`config.mk`:
```
export PLATFORM = sky130hd
export DESIGN_NAME = spi_master_bit_sequencer
export DESIGN_NICKNAME = d
export VERILOG_FILES = /design/src/hw/rtl/spims_pkg.sv /design/src/hw/rtl/spi_master_bit_sequencer.sv /design/src/hw/rtl/spims_step.sv
export SDC_FILE = /design/constraint.sdc
export NUM_CORES = 1
export LEC_CHECK = 0
export BUFFER_PORTS_ARGS = -buffer_cell sky130_fd_sc_hd__clkbuf_2
export CAP_MARGIN = 30
export CORE_MARGIN = 4
export CORE_UTILIZATION = 35
export CTS_CLUSTER_DIAMETER = 80
export DETAILED_ROUTE_END_ITERATION = 16
export PLACE_DENSITY = 0.51
export SYNTH_ARGS = -nofsm -noshare
export SYNTH_HDL_FRONTEND = slang
export SYNTH_HIERARCHICAL = 1
export SYNTH_SLANG_ARGS = --single-unit
```
`constraint.sdc`:
```
create_clock -name clk -period 8.18 [get_ports clk]
set_clock_uncertainty 0.2 [all_clocks]
set_input_delay 0.818 -clock clk [delete_from_list [all_inputs] [get_ports clk]]
set_output_delay 0.818 -clock clk [all_outputs]
set_load 0.05 [all_outputs]
```
`src/hw/rtl/spims_pkg.sv`:
```
// ----------------------------------------------------------------------------
// SPI master bit sequencer package
// Shared types and constants: command codes, one-hot phases, pin positions,
// item, state and result structs.
// ----------------------------------------------------------------------------
`default_nettype none

package spims_pkg;

  localparam int WORD_W  = 32;
  localparam int COUNT_W = 6;

  // pin positions in the pin level vector
  localparam int SEL_BIT = 2;
  localparam int CLK_BIT = 1;
  localparam int DAT_BIT = 0;

  localparam logic [2:0] PINS_RESET = 3'b100;

  typedef enum logic [1:0] {
    CMD_TICK  = 2'd0,
    CMD_WRITE = 2'd1,
    CMD_READ  = 2'd2,
    CMD_NOP   = 2'd3
  } cmd_t;

  typedef enum logic [10:0] {
    PH_IDLE   = 11'b000_0000_0001,
    PH_START  = 11'b000_0000_0010,
    PH_CSLOW  = 11'b000_0000_0100,
    PH_WCLKDN = 11'b000_0000_1000,
    PH_WDATA  = 11'b000_0001_0000,
    PH_WCLKUP = 11'b000_0010_0000,
    PH_CSUP   = 11'b000_0100_0000,
    PH_CLKDN  = 11'b000_1000_0000,
    PH_STOP   = 11'b001_0000_0000,
    PH_RCLKDN = 11'b010_0000_0000,
    PH_RCLKUP = 11'b100_0000_0000
  } phase_t;

  typedef struct packed {
    cmd_t                cmd;
    logic [WORD_W-1:0]   write_word;
    logic [COUNT_W-1:0]  bit_count;
    logic                serial_in;
  } item_t;

  typedef struct packed {
    phase_t              phase;
    logic [2:0]          pins;
    logic [WORD_W-1:0]   shift_word;
    logic                is_read;
  } ctl_t;

  typedef struct packed {
    logic                select_line;
    logic                clock_line;
    logic                data_out_line;
    logic                busy_res;
    logic [WORD_W-1:0]   read_word;
    logic                done_res;
    logic                rejected;
  } res_t;

endpackage

`default_nettype wire

```
`src/hw/rtl/spi_master_bit_sequencer.sv`:
```
// ----------------------------------------------------------------------------
// SPI master bit sequencer
// Item register, combinational phase step and result register around the
// select/clock/data pin state.
// ----------------------------------------------------------------------------
// Pipeline: an accepted item passes from the item register to the result
// register, where out_valid rises; a stalled result register holds it back.
// Throughput: one item per cycle while out_ready does not stall the result
// register; the phase state updates as the item leaves the item register.
// Reset (rst_n low, synchronous): select high, clock and data low, idle,
// conversion mode off, both pipeline registers empty.
`default_nettype none

module spi_master_bit_sequencer
  import spims_pkg::*;
#(
  parameter int MAX_BITS = 32
) (
  input  wire logic                clk,
  input  wire logic                rst_n,
  input  wire logic                cfg_valid,
  output logic                     cfg_ready,
  input  wire logic                cfg_data,
  input  wire logic                in_valid,
  output logic                     in_ready,
  input  wire logic [1:0]          in_cmd,
  input  wire logic [WORD_W-1:0]   in_write_word,
  input  wire logic [COUNT_W-1:0]  in_bit_count,
  input  wire logic                in_serial_in,
  output logic                     out_valid,
  input  wire logic                out_ready,
  output logic                     out_select_line,
  output logic                     out_clock_line,
  output logic                     out_data_out_line,
  output logic                     out_busy_res,
  output logic [WORD_W-1:0]        out_read_word,
  output logic                     out_done_res,
  output logic                     out_rejected
);

  localparam int BW = $clog2(MAX_BITS + 1);

  logic          conv_r;
  logic          in_v_r;
  item_t         item_r;
  ctl_t          ctl_r;
  ctl_t          ctl_nxt;
  logic [BW-1:0] bits_left_r;
  logic [BW-1:0] bits_left_nxt;
  logic          out_v_r;
  res_t          res_r;
  res_t          res_nxt;
  logic          advance;

  assign cfg_ready = 1'b1;
  assign advance   = ~out_v_r | out_ready;
  assign in_ready  = ~in_v_r | advance;

  always_ff @(posedge clk) begin
    if (!rst_n) begin
      conv_r <= 1'b0;
    end else if (cfg_valid && cfg_ready) begin
      conv_r <= cfg_data;
    end
  end

  // item register
  always_ff @(posedge clk) begin
    if (!rst_n) begin
      in_v_r <= 1'b0;
    end else if (in_ready) begin
      in_v_r <= in_valid;
    end
  end

  always_ff @(posedge clk) begin
    if (in_valid && in_ready) begin
      item_r.cmd        <= cmd_t'(in_cmd);
      item_r.write_word <= in_write_word;
      item_r.bit_count  <= in_bit_count;
      item_r.serial_in  <= in_serial_in;
    end
  end

  spims_step #(
    .MAX_BITS (MAX_BITS)
  ) u_step (
    .item          (item_r),
    .ctl           (ctl_r),
    .bits_left     (bits_left_r),
    .conv_mode     (conv_r),
    .ctl_nxt       (ctl_nxt),
    .bits_left_nxt (bits_left_nxt),
    .res           (res_nxt)
  );

  // phase state, advance only as an item moves to the result register
  always_ff @(posedge clk) begin
    if (!rst_n) begin
      ctl_r.phase      <= PH_IDLE;
      ctl_r.pins       <= PINS_RESET;
      ctl_r.shift_word <= '0;
      ctl_r.is_read    <= 1'b0;
      bits_left_r      <= '0;
    end else if (in_v_r && advance) begin
      ctl_r       <= ctl_nxt;
      bits_left_r <= bits_left_nxt;
    end
  end

  // result register
  always_ff @(posedge clk) begin
    if (!rst_n) begin
      out_v_r <= 1'b0;
    end else if (advance) begin
      out_v_r <= in_v_r;
    end
  end

  always_ff @(posedge clk) begin
    if (in_v_r && advance) begin
      res_r <= res_nxt;
    end
  end

  assign out_valid         = out_v_r;
  assign out_select_line   = res_r.select_line;
  assign out_clock_line    = res_r.clock_line;
  assign out_data_out_line = res_r.data_out_line;
  assign out_busy_res      = res_r.busy_res;
  assign out_read_word     = res_r.read_word;
  assign out_done_res      = res_r.done_res;
  assign out_rejected      = res_r.rejected;

endmodule

`default_nettype wire

```
`src/hw/rtl/spims_step.sv`:
```
// ----------------------------------------------------------------------------
// SPI master phase step
// Next-state and result logic for one item: start commands load the word and
// bit count (rejected if not idle); ticks advance the phase, no-ops hold it.
// ----------------------------------------------------------------------------
`default_nettype none

module spims_step
  import spims_pkg::*;
#(
  parameter int MAX_BITS = 32
) (
  input  item_t                           item,
  input  ctl_t                            ctl,
  input  logic [$clog2(MAX_BITS+1)-1:0]   bits_left,
  input  logic                            conv_mode,
  output ctl_t                            ctl_nxt,
  output logic [$clog2(MAX_BITS+1)-1:0]   bits_left_nxt,
  output res_t                            res
);

  localparam int BW = $clog2(MAX_BITS + 1);

  logic [BW-1:0]     bl_dec;
  logic [BW-1:0]     bl_load;
  logic [6:0]        idx7;
  logic              tx_bit;
  logic [2:0]        p;
  logic              done;
  logic              rej;

  assign bl_dec  = (bits_left != '0) ? bits_left - BW'(1) : '0;
  assign bl_load = (int'(item.bit_count) > MAX_BITS) ? BW'(MAX_BITS) : BW'(item.bit_count);
  assign idx7    = 7'(bl_dec);
  assign tx_bit  = (idx7 < 7'd32) ? ctl.shift_word[idx7[4:0]] : 1'b0;

  always_comb begin
    ctl_nxt       = ctl;
    bits_left_nxt = bits_left;
    p             = ctl.pins;
    done          = 1'b0;
    rej           = 1'b0;
    unique case (item.cmd)
      CMD_WRITE, CMD_READ: begin
        if (ctl.phase != PH_IDLE) begin
          rej = 1'b1;
        end else begin
          bits_left_nxt      = bl_load;
          ctl_nxt.is_read    = (item.cmd == CMD_READ);
          ctl_nxt.shift_word = (item.cmd == CMD_READ) ? '0 : item.write_word;
          ctl_nxt.phase      = PH_START;
        end
      end
      CMD_TICK: begin
        unique case (ctl.phase)
          PH_IDLE: begin
            ctl_nxt.phase = PH_IDLE;
          end
          PH_START: begin
            p[SEL_BIT]    = 1'b1;
            p[CLK_BIT]    = ~conv_mode;
            p[DAT_BIT]    = 1'b0;
            ctl_nxt.phase = PH_CSLOW;
          end
          PH_CSLOW: begin
            p[SEL_BIT] = 1'b0;
            if (ctl.is_read) begin
              if (bits_left == '0) begin
                done          = 1'b1;
                ctl_nxt.phase = PH_IDLE;
              end else begin
                ctl_nxt.phase = PH_RCLKDN;
              end
            end else begin
              ctl_nxt.phase = (bits_left == '0) ? PH_CSUP : PH_WCLKDN;
            end
          end
          PH_WCLKDN: begin
            p[CLK_BIT]    = 1'b0;
            ctl_nxt.phase = PH_WDATA;
          end
          PH_WDATA: begin
            p[DAT_BIT]    = tx_bit;
            ctl_nxt.phase = PH_WCLKUP;
          end
          PH_WCLKUP: begin
            p[CLK_BIT]    = 1'b1;
            bits_left_nxt = bl_dec;
            ctl_nxt.phase = (bl_dec == '0) ? PH_CSUP : PH_WCLKDN;
          end
          PH_CSUP: begin
            p[SEL_BIT]    = 1'b1;
            ctl_nxt.phase = PH_CLKDN;
          end
          PH_CLKDN: begin
            p[CLK_BIT]    = 1'b0;
            ctl_nxt.phase = PH_STOP;
          end
          PH_STOP: begin
            p[DAT_BIT]    = 1'b0;
            p[SEL_BIT]    = ~conv_mode;
            done          = 1'b1;
            ctl_nxt.phase = PH_IDLE;
          end
          PH_RCLKDN: begin
            p[CLK_BIT]         = 1'b0;
            ctl_nxt.shift_word = {ctl.shift_word[WORD_W-2:0], item.serial_in};
            ctl_nxt.phase      = PH_RCLKUP;
          end
          PH_RCLKUP: begin
            p[CLK_BIT]    = 1'b1;
            bits_left_nxt = bl_dec;
            if (bl_dec == '0) begin
              done          = 1'b1;
              ctl_nxt.phase = PH_IDLE;
            end else begin
              ctl_nxt.phase = PH_RCLKDN;
            end
          end
          default: begin
            ctl_nxt.phase = PH_IDLE;
          end
        endcase
      end
      CMD_NOP: begin
        ctl_nxt.phase = ctl.phase;
      end
      default: begin
        ctl_nxt.phase = ctl.phase;
      end
    endcase
    ctl_nxt.pins = p;
  end

  always_comb begin
    res.select_line   = p[SEL_BIT];
    res.clock_line    = p[CLK_BIT];
    res.data_out_line = p[DAT_BIT];
    res.busy_res      = (ctl_nxt.phase != PH_IDLE);
    res.read_word     = (done && ctl_nxt.is_read) ? ctl_nxt.shift_word : '0;
    res.done_res      = done;
    res.rejected      = rej;
  end

endmodule

`default_nettype wire

```
==> results.json, run 1 <==
{
  "status": "completed",
  "nNetsFinal": 785,
  "htree_levels": 4,
  "maxUsedRoutingLayer": "met4",
  "critical_path.endpoint_type": "flip-flop",
  "leakagePower_nw": 2.894,
  "final_period_minus_worst_setup_slack_ns": 3.767,
  "layout.cells.non_filler": 1014,
  "totalWireLength_um": 18100,
  "post_cts_hold_buffer_count": 0,
  "num_vias": 5264,
  "floorplan.io_pins": 88,
  "setup_slack_ns": 4.413,
  "ys_seq_area_frac": 0.4716,
  "routed-wl-met2_um": 8703,
  "edff_count_synth": 79,
  "insertedDiodeCount": 0,
  "timing.critical_path.required_ns": 8.12,
  "post_cts.resized_instances": 0,
  "synth_flop_cell": "sky130_fd_sc_hd__edfxtp_1",
  "setup_slack_placement_ns": 4.373,
  "first_pass_grt_wire_length_um": 29260,
  "placedCellCount": 982,
  "dr.pass1.iters": 5,
  "clk_path_buf_depth": 2,
  "critical-path-slowest-cell": "sky130_fd_sc_hd__dfxtp_1",
  "core_um2": 20490,
  "post-cts-setup-buffer-count": 0,
  "met3_length_um": 740,
  "critical_path_buf_inv_count": 1,
  "mappedNetlistNets": 727,
  "timing.setup.critical_path_class": "flip-flop to flip-flop",
  "ys_seq_elements": 135,
  "postPlaceCellArea_um2": 7811,
  "synthesis.area_per_instance_um2": 10.99,
  "setup_repair_after_global_routing_missed_its_margin": "false",
  "min_period_over_period": 0.4606,
  "timing.critical_path.fanout_max": 32,
  "whs_ns": 0.2640,
  "grt_pass1_vias": 5260,
  "place.gp.congestion": 0.8457,
  "clock_slew_at_reported_path_ffs_ns": 0.06,
  "synthDominantCellAreaShare": 0.3203,
  "gr-total-overflow": 0,
  "antenna_found_initial": 0,
  "grt_max_degree": 108,
  "detail_route.vias_per_cell": 5.191,
  "fin_area_um2": 8361,
  "floorplan.initialDensity": 0.3614,
  "synth_area_leader_cell": "sky130_fd_sc_hd__edfxtp_1",
  "p_per_area_nw_per_um2": 199.9,
  "timing.final.setup_violations": 0,
  "clkSinkCount": 135,
  "synthMostInstantiatedCell": "sky130_fd_sc_hd__nand2_1",
  "clk_latency_ns": 0.42,
  "tightest_slew_ns": 0.9660,
  "post_route_cells_drive_above_1_share": 0.2473,
  "timing.setup.tns_ns": 0,
  "antenna_left": 0,
  "cp_cell_sequence": "inv_1 -> ha_1 -> nor2b_1 -> and2_1 -> o2111ai_2 -> o31ai_4 -> o21a_4 -> nand2_4 -> nor2b_1",
  "floorplan.die.height_um": 153.5,
  "area.growth.synth_to_final_pct": 12.87,
  "ys_top_cells_by_count": "sky130_fd_sc_hd__nand2_1 (130), sky130_fd_sc_hd__edfxtp_1 (79), sky130_fd_sc_hd__dfxtp_1 (56)",
  "async_reset_ff_frac": 0,
  "normalized_max_slew_margin": 0.3560,
  "cts_inserted_buffers": 17,
  "clock_tree_from_tritoncts": "yes",
  "synthTopCellsByArea": "sky130_fd_sc_hd__edfxtp_1 (32%), sky130_fd_sc_hd__dfxtp_1 (15%), sky130_fd_sc_hd__mux2i_1 (7.4%)",
  "maxCapViolations": 0,
  "critPathLaunchType": "flip-flop",
  "synthDistinctLibCells": 78,
  "critical-path-top-delay-family": "simple AND/OR/NAND/NOR gates",
  "place.port_buffers": 86,
  "design_power_total_mw": 1.671,
  "crit_path_frequent_cell": "sky130_fd_sc_hd__nor2b_1",
  "final-max-slew-violation-count": 0,
  "maxClockFrequency_mhz": 265.4,
  "irDropWorstVdd_mv": 0.1113,
  "yosysWarnings": 6,
  "routedLengthMet1_um": 8531,
  "initialDrtViolationCount": 342,
  "layout.core_utilization": 0.4079,
  "cell_area_after_synthesis_um2": 7407,
  "post_synthesis_cell_count": 674,
  "cp_slowest_stage_delay_ns": 0.83,
  "clock-root-buffer": "sky130_fd_sc_hd__clkbuf_16",
  "worst-endpoint-arrival_ns": 3.70,
  "groute.usage.overall": 0.1553,
  "dp.final_hpwl_um": 12220,
  "placementRows": 52,
  "fp.dieArea_um2": 23550,
  "detail_route.wl_per_cell_um": 17.85,
  "dieWidth_um": 153.5,
  "hp-class": "flip-flop to flip-flop",
  "final_hold_violation_count": 0,
  "drt_drc_violations_left": 0
}
-- power by group --
part           switching (mW)  internal (mW)
logic                   0.132         0.0732
clock network           0.277          0.424
registers              0.0175          0.747
-- flip-flops by register name, summed over array words and instances (netlist names), 6 cells and up --
signal / cells
bits_left_r: 6
item_r: 41
ctl_r: 47
out_read_word: 32
-- worst register-to-register path: stages (launching register included) --
cell	delay, ns
sky130_fd_sc_hd__dfxtp_1	0.83
sky130_fd_sc_hd__inv_1	0.19
sky130_fd_sc_hd__ha_1	0.27
sky130_fd_sc_hd__nor2b_1	0.19
sky130_fd_sc_hd__and2_1	0.31
sky130_fd_sc_hd__o2111ai_2	0.36
sky130_fd_sc_hd__o31ai_4	0.12
sky130_fd_sc_hd__o21a_4	0.21
sky130_fd_sc_hd__nand2_4	0.70
sky130_fd_sc_hd__nor2b_1	0.11
-- layout make-up --
type,count,area (um2)
well taps,270,337.8
repair buffers,91,500.5
multi-input cells,467,3432
clock inverters,4,48.80
clock buffers,27,473.0
fillers,1985,12130
flip-flops and latches,135,3493
inverters,20,75.07
-- path summary, 6_finish.rpt --
path                       endpoint  slack, ns            from  depth (start not counted)
setup / recovery  out_read_word[31]       4.41  bits_left_r[0]                          9
hold / removal            ctl_r[33]       0.26       ctl_r[33]                          2
setup reg to reg  out_read_word[31]       4.41  bits_left_r[0]                          9
hold reg to reg           ctl_r[33]       0.26       ctl_r[33]                          2
-- per-layer routing --
| metal | GRT usage | vias up |
|---|---|---|
| met3 | 0.03534 | 10 |
| li1 | - | 2594 |
| met1 | 0.2121 | 2542 |
| met4 | 0.03869 | 0 |
| met2 | 0.2509 | 118 |
| met5 | 0 | - |
-- cells by family after synthesis --
logic type,Yosys count,share of synthesized area
compound gates,148,0.1640
xor+xnor,2,0.002365
fa+ha+maj,6,0.01013
buf+inv,72,0.06689
flops,135,0.4716
mux,63,0.08699
other cells,1,0.0005063
simple gates,247,0.1975
-- placed cells by master, fill, tap and decap left out, types with 4 or more instances in the layout --
cell type,count
sky130_fd_sc_hd__nor2b_1,9
sky130_fd_sc_hd__clkbuf_1,9
sky130_fd_sc_hd__o2bb2ai_2,11
sky130_fd_sc_hd__nand2_1,130
sky130_fd_sc_hd__or4_1,6
sky130_fd_sc_hd__nor2b_4,31
sky130_fd_sc_hd__edfxtp_1,79
sky130_fd_sc_hd__nor3_1,10
sky130_fd_sc_hd__o21ai_1,4
sky130_fd_sc_hd__a22oi_1,34
sky130_fd_sc_hd__clkbuf_16,17
sky130_fd_sc_hd__o2bb2ai_1,23
sky130_fd_sc_hd__clkbuf_2,85
sky130_fd_sc_hd__nor2_1,18
sky130_fd_sc_hd__mux2_2,7
sky130_fd_sc_hd__ha_1,6
sky130_fd_sc_hd__and2_1,4
sky130_fd_sc_hd__mux2i_1,55
sky130_fd_sc_hd__o22ai_1,4
sky130_fd_sc_hd__inv_1,19
sky130_fd_sc_hd__nand3_1,9
sky130_fd_sc_hd__o21ai_0,19
sky130_fd_sc_hd__dfxtp_1,56
sky130_fd_sc_hd__a21oi_1,10
(Power assumes the default switching activity.)
==> inputs of run 2 (changes only) <==
ABC_AREA = 1   (was not set)
PLACE_DENSITY = 0.5   (was 0.51)
clock period = 3.81 ns   (was 8.18 ns; I/O delays follow)
==> run 2 against run 1 <==
Utilization increased by 1.2 points. Synthesized area increased by 7.8%. Cell area increased by 13%. Setup slack got worse by 3.4 ns. Final cell count increased by 39%. Synthesized cell count increased by 49%. Via count increased by 27%. Global-route usage increased by 1.8 points. Maximum frequency increased by 33%.
==> results.json, run 2 <==
{
  "critical_path_buf_inv_count": 2,
  "fp.dieArea_um2": 25300,
  "post_synthesis_cell_count": 1007,
  "first_pass_grt_wire_length_um": 35130,
  "leakagePower_nw": 3.799,
  "setup.worst_path.end": "out_busy_res",
  "dp.final_hpwl_um": 14890,
  "core_um2": 22570,
  "final_hold_violation_count": 0,
  "htree_levels": 4,
  "floorplan.die.height_um": 159.0,
  "insertedDiodeCount": 0,
  "timing.critical_path.fanout_max": 39,
  "layout.core_utilization": 0.4202,
  "final_period_minus_worst_setup_slack_ns": 2.836,
  "regMostFlops": "ctl_r",
  "clk_latency_ns": 0.43,
  "critical-path-top-delay-family": "simple AND/OR/NAND/NOR gates",
  "num_vias": 6708,
  "antenna_left": 0,
  "antenna_found_initial": 1,
  "dieWidth_um": 159.0,
  "crit_path_start": "item_r[39]",
  "critical_path.endpoint_type": "flip-flop",
  "timing.setup.tns_ns": 0,
  "drt_drc_violations_left": 0,
  "reg2reg_from": "item_r[39]",
  "setup_slack_ns": 0.9742,
  "initialDrtViolationCount": 534,
  "min_period_over_period": 0.7443,
  "clock_slew_at_reported_path_ffs_ns": 0.06,
  "timing.setup.critical_path_class": "flip-flop to flip-flop",
  "irDropWorstVdd_mv": 0.3025,
  "floorplan.io_pins": 88,
  "place.port_buffers": 86,
  "mostFrequentLayoutCell": "sky130_fd_sc_hd__inv_1",
  "largest_register_ffs": 47,
  "final-max-slew-violation-count": 0,
  "nNetsFinal": 1161,
  "worst-endpoint-arrival_ns": 2.83,
  "clk_path_buf_depth": 2,
  "critical_path_cell_count": 10,
  "grt_pass1_vias": 6358,
  "place.gp.congestion": 0.8918,
  "normalized_max_slew_margin": 0.4204,
  "r2r_cells": 10,
  "p_per_area_nw_per_um2": 439.9,
  "synthMostInstantiatedCell": "sky130_fd_sc_hd__inv_1",
  "post_cts.resized_instances": 0,
  "yosysWarnings": 6,
  "placementRows": 55,
  "clkSinkCount": 135,
  "ys_top_cells_by_count": "sky130_fd_sc_hd__inv_1 (165), sky130_fd_sc_hd__nand2_1 (162), sky130_fd_sc_hd__nand3_1 (112)",
  "status": "completed",
  "critical-path-slowest-cell": "sky130_fd_sc_hd__clkinv_2",
  "ys_seq_elements": 135,
  "timing.critical_path.required_ns": 3.80,
  "r2r_end": "out_busy_res",
  "reg2reg_slack_ns": 0.97,
  "edff_count_synth": 79,
  "hp-class": "input port to flip-flop",
  "cp_slowest_stage_delay_ns": 0.48,
  "synth_area_leader_cell": "sky130_fd_sc_hd__edfxtp_1",
  "dr.pass1.iters": 5,
  "design_power_total_mw": 4.172,
  "setup_repair_after_global_routing_missed_its_margin": "false",
  "regArea_um2": 3497,
  "cts_inserted_buffers": 17,
  "synthesis.area_per_instance_um2": 7.930,
  "mappedNetlistNets": 1060,
  "cell_area_after_synthesis_um2": 7985,
  "gr-total-overflow": 0,
  "floorplan.initialDensity": 0.3538,
  "groute.usage.overall": 0.1728,
  "post-cts-setup-buffer-count": 0,
  "ys_seq_area_frac": 0.4375,
  "timing.final.setup_violations": 0,
  "cp_cell_sequence": "inv_1 -> ha_1 -> nand3_4 -> clkinv_2 -> o21ai_0 -> nand2_1 -> nor2_1 -> nand4_1 -> nor2_1 -> nand2_1",
  "multi_input_area_um2": 3321,
  "synthTopCellsByArea": "sky130_fd_sc_hd__edfxtp_1 (30%), sky130_fd_sc_hd__dfxtp_1 (14%), sky130_fd_sc_hd__inv_1 (7.8%)",
  "totalWireLength_um": 21660,
  "tightest_slew_ns": 0.8693,
  "synthDominantCellAreaShare": 0.2971,
  "grt_max_degree": 63,
  "layout.cells.most_common_list": "sky130_fd_sc_hd__inv_1 (165), sky130_fd_sc_hd__nand2_1 (162), sky130_fd_sc_hd__nand3_1 (112), sky130_fd_sc_hd__nor2_1 (95), sky130_fd_sc_hd__clkbuf_2 (86)",
  "clock-root-buffer": "sky130_fd_sc_hd__clkbuf_16",
  "setup_slack_placement_ns": 0.9512,
  "fin_area_um2": 9484,
  "maxCapViolations": 0,
  "area.growth.synth_to_final_pct": 18.77,
  "async_reset_ff_frac": 0,
  "maxClockFrequency_mhz": 352.6,
  "synth_flop_cell": "sky130_fd_sc_hd__edfxtp_1",
  "post_route_cells_drive_above_1_share": 0.2328,
  "postPlaceCellArea_um2": 8456,
  "num-fill-cells": 2313,
  "detail_route.wl_per_cell_um": 15.40,
  "synthDistinctLibCells": 44,
  "critPathLaunchType": "flip-flop",
  "clock_tree_from_tritoncts": "yes",
  "detail_route.vias_per_cell": 4.771
}
run 2: repair_timing:
| action | CTS | global route |
|---|---|---|
| endpoints found under the setup margin | 0 | 0 |
| endpoints found under the hold margin | 43 | 0 |
| hold buffers | 44 | 0 |
run 2: kinds of logic after synthesis:
kind of cell / synth area share
other: 0.0004696
flip-flops: 0.4375
buffers and inverters: 0.1476
AO/OA/AOI/OAI: 0.1471
AND/OR/NAND/NOR: 0.2579
adder cells (fa/ha/maj): 0.009401
run 2: metrics by stage:
step	std cells	hold WS [ns]
after global placement	1330	0.2426
final	1406	0.09814
after CTS	1406	0.1052
after floorplan	1007	0.2289
after global routing	1406	0.1186
after detailed placement	1330	0.2549
run 2: power by group:
group / internal [mW] / switching [mW] / total (mW)
logic: 0.264 / 0.533 / 0.796
registers: 1.63 / 0.0742 / 1.71
clock network: 0.977 / 0.692 / 1.67
total: 2.87 / 1.30 / 4.17
run 2: worst min path at each step:
| stage | startpoint | end | slack (ns) | depth (start not counted) |
|---|---|---|---|---|
| detailed placement | ctl_r[35] | ctl_r[35] | 0.25 | 2 |
| global placement | ctl_r[35] | ctl_r[35] | 0.24 | 2 |
| floorplan | ctl_r[35] | ctl_r[35] | 0.23 | 2 |
| global route | out_ready | in_v_r | 0.12 | 4 |
| finish | out_ready | in_v_r | 0.1 | 4 |
| CTS | out_ready | in_v_r | 0.11 | 4 |
run 2: layer usage:
metal	wire length, um	vias up	GRT usage
met3	1316	17	0.03857
met5	0	-	0
li1	-	3429	-
met1	11280	3080	0.2642
met2	8825	182	0.2449
met4	238	0	0.04576
run 2: worst register-to-register path, cell delays in order (launching register included):
cell and delay [ns]:
sky130_fd_sc_hd__edfxtp_1 0.37, sky130_fd_sc_hd__inv_1 0.07, sky130_fd_sc_hd__ha_1 0.40, sky130_fd_sc_hd__nand3_4 0.15
sky130_fd_sc_hd__clkinv_2 0.48, sky130_fd_sc_hd__o21ai_0 0.45, sky130_fd_sc_hd__nand2_1 0.11, sky130_fd_sc_hd__nor2_1 0.10
sky130_fd_sc_hd__nand4_1 0.11, sky130_fd_sc_hd__nor2_1 0.10, sky130_fd_sc_hd__nand2_1 0.05
run 2: final cells by class:
class	instances	area share
sequential	135	0.3687
multi-input combinational	610	0.3501
timing repair buffer	142	0.1013
inverter	202	0.08021
clock buffer	17	0.04485
tap	285	0.03760
clock inverter	15	0.01715
==> inputs of run 3 (changes only) <==
ABC_AREA = 0   (was 1)
PLACE_DENSITY = 0.52   (was 0.5)
clock period = 2.4 ns   (was 3.81 ns; I/O delays follow)
==> run 3 against run 2 <==
The flow now finishes with violations (setup timing). Largest power group is now clock. Register-to-register slack got worse by 1.2 ns. Global-route usage increased by 0.51 points. Hold slack improved by 0.090 ns. Routed wire length decreased by 2.3%. Non-clock buffer count increased by 121. Setup slack got worse by 1.2 ns. Clock power increased by 59%. Critical endpoint unchanged. Highest routed layer unchanged. Die area decreased by 6.9%.
==> results.json, run 3 (synthesis results as in run 1) <==
{
  "groute.usage.overall": 0.1779,
  "min_period_over_period": 1.094,
  "clk_latency_ns": 0.42,
  "tightest_slew_ns": 0.6246,
  "core_um2": 20490,
  "clock_tree_from_tritoncts": "yes",
  "regMostFlops": "ctl_r",
  "fp.dieArea_um2": 23550,
  "dr.pass1.iters": 5,
  "timing.final.setup_violations": 77,
  "clock_slew_at_reported_path_ffs_ns": 0.06,
  "final_hold_violation_count": 0,
  "reg2reg_slack_ns": -0.22,
  "hold-path-endpoint": "ctl_r[36]",
  "worst-endpoint-arrival_ns": 2.59,
  "area.growth.synth_to_final_pct": 44.80,
  "maxCapViolations": 0,
  "detail_route.wl_per_cell_um": 17.78,
  "r2r_cells": 9,
  "cts_inserted_buffers": 17,
  "timing.critical_path.required_ns": 2.36,
  "antenna_left": 0,
  "drt_drc_violations_left": 0,
  "violated_checks": "setup timing",
  "irDropWorstVdd_mv": 0.4504,
  "detail_route.vias_per_cell": 5.151,
  "status": "finished with violations",
  "floorplan.die.height_um": 153.5,
  "final-max-slew-violation-count": 0,
  "normalized_max_slew_margin": 0.5836,
  "hold-path-cell-count": 3,
  "critPathLaunchType": "flip-flop",
  "postPlaceCellArea_um2": 8692,
  "r2r_end": "out_busy_res",
  "num-fill-cells": 1751,
  "design_power_total_mw": 6.338,
  "initialDrtViolationCount": 375,
  "critical_path.endpoint_type": "flip-flop",
  "setup_slack_ns": -0.2249,
  "hold_path_startpoint": "rst_n",
  "setup_repair_after_global_routing_missed_its_margin": "true",
  "hp-class": "input port to flip-flop",
  "crit_path_start": "item_r[40]",
  "post_route_cells_drive_above_1_share": 0.4522,
  "gr-total-overflow": 0,
  "dieWidth_um": 153.5,
  "p_per_area_nw_per_um2": 590.9,
  "place.port_buffers": 86,
  "num_vias": 6130,
  "grt_pass1_vias": 6318,
  "htree_levels": 4,
  "layout.cells.most_common_list": "sky130_fd_sc_hd__nand2_1 (127), sky130_fd_sc_hd__buf_4 (104), sky130_fd_sc_hd__clkbuf_2 (85), sky130_fd_sc_hd__edfxtp_1 (79), sky130_fd_sc_hd__mux2i_1 (54)",
  "antenna_found_initial": 0,
  "layout.cells.non_filler": 1190,
  "grt_max_degree": 108,
  "mostFrequentLayoutCell": "sky130_fd_sc_hd__nand2_1",
  "leakagePower_nw": 3.971,
  "place.gp.congestion": 0.8929,
  "timing.critical_path.fanout_max": 4,
  "clkSinkCount": 135,
  "nNetsFinal": 960,
  "floorplan.initialDensity": 0.3614,
  "largest_register_ffs": 47,
  "floorplan.io_pins": 88,
  "timing.setup.critical_path_class": "flip-flop to flip-flop",
  "whs_ns": 0.1884,
  "totalWireLength_um": 21160,
  "maxClockFrequency_mhz": 381.0,
  "insertedDiodeCount": 0,
  "clk_path_buf_depth": 2,
  "placedCellCount": 1083,
  "fin_area_um2": 10730,
  "clock-root-buffer": "sky130_fd_sc_hd__clkbuf_16",
  "timing.setup.tns_ns": -9.465,
  "placementRows": 52,
  "final_period_minus_worst_setup_slack_ns": 2.625,
  "dp.final_hpwl_um": 13420,
  "reg2reg_from": "item_r[40]",
  "first_pass_grt_wire_length_um": 33750
}
==> run 3: cell count changes in the layout (fill, tap and decap cells not counted), sizes merged, moves of 20 or more <==
cell	before	now
buf	12	130
a21oi	63	10
o21ai	66	24
o22ai	24	4
nor2	127	22
nand2	170	132
nor2b	0	40
o2bb2ai	1	34
nand3	126	9
a22oi	1	34
inv	190	21
clkinv	24	4
mux2i	0	55
==> run 3: power by group <==
group          total (mW)  leakage [nW]  internal [mW]  switching (mW)
Clock                2.65         0.291           1.69           0.967
Sequential           2.60          1.22           2.54          0.0617
Combinational        1.08          2.46          0.501           0.581
==> run 3: worst max path at each step <==
stage	endpoint	cells past startpoint
floorplan	out_busy_res	11
global placement	ctl_r[35]	9
detailed placement	ctl_r[35]	9
CTS	out_busy_res	10
global route	bits_left_r[4]	10
finish	out_busy_res	9
==> run 3: repair_timing <==
item | in CTS | in global routing
hold buffers | 45 | 0
setup buffers | 13 | 10
endpoints found under the hold margin | 44 | 0
resized for setup | 79 | 66
cloned | 6 | 3
pin swaps | 54 | 51
endpoints found under the setup margin | 83 | 83
==> run 3: stage by stage <==
step,setup WS (ns),utilization
after floorplan,-0.3680,-
after global placement,-0.3033,0.4241
after detailed placement,-0.3777,0.4241
after CTS,-0.1972,0.5017
after global routing,-0.3666,0.5233
final,-0.2249,0.5233
==> run 3: cell type report <==
type | instances | area, um2 | share of cell area
clock buffer | 23 | 467.9 | 0.04363
clock inverter | 9 | 126.4 | 0.01178
inverter | 20 | 80.08 | 0.007466
multi-input combinational | 470 | 4069 | 0.3794
sequential | 135 | 3516 | 0.3278
tap | 270 | 337.8 | 0.03150
timing repair buffer | 263 | 2128 | 0.1984
==> run 3: critical path: stages (launching register included) <==
cell and delay, ns:
sky130_fd_sc_hd__edfxtp_1 0.42, sky130_fd_sc_hd__buf_4 0.17, sky130_fd_sc_hd__ha_4 0.15, sky130_fd_sc_hd__or2_4 0.27
sky130_fd_sc_hd__nand2_2 0.06, sky130_fd_sc_hd__o41ai_2 0.06, sky130_fd_sc_hd__or3_1 0.38, sky130_fd_sc_hd__or4_4 0.43
sky130_fd_sc_hd__nor3_2 0.12, sky130_fd_sc_hd__nand4bb_1 0.11
==> run 3: per-layer routing <==
layer  up-vias  share of wire  track usage
met5         -              0            0
met4         0          0.013      0.04626
met3        21          0.050      0.03760
met2       164           0.48       0.2933
met1      2991           0.46       0.2392
li1       2954              -            -
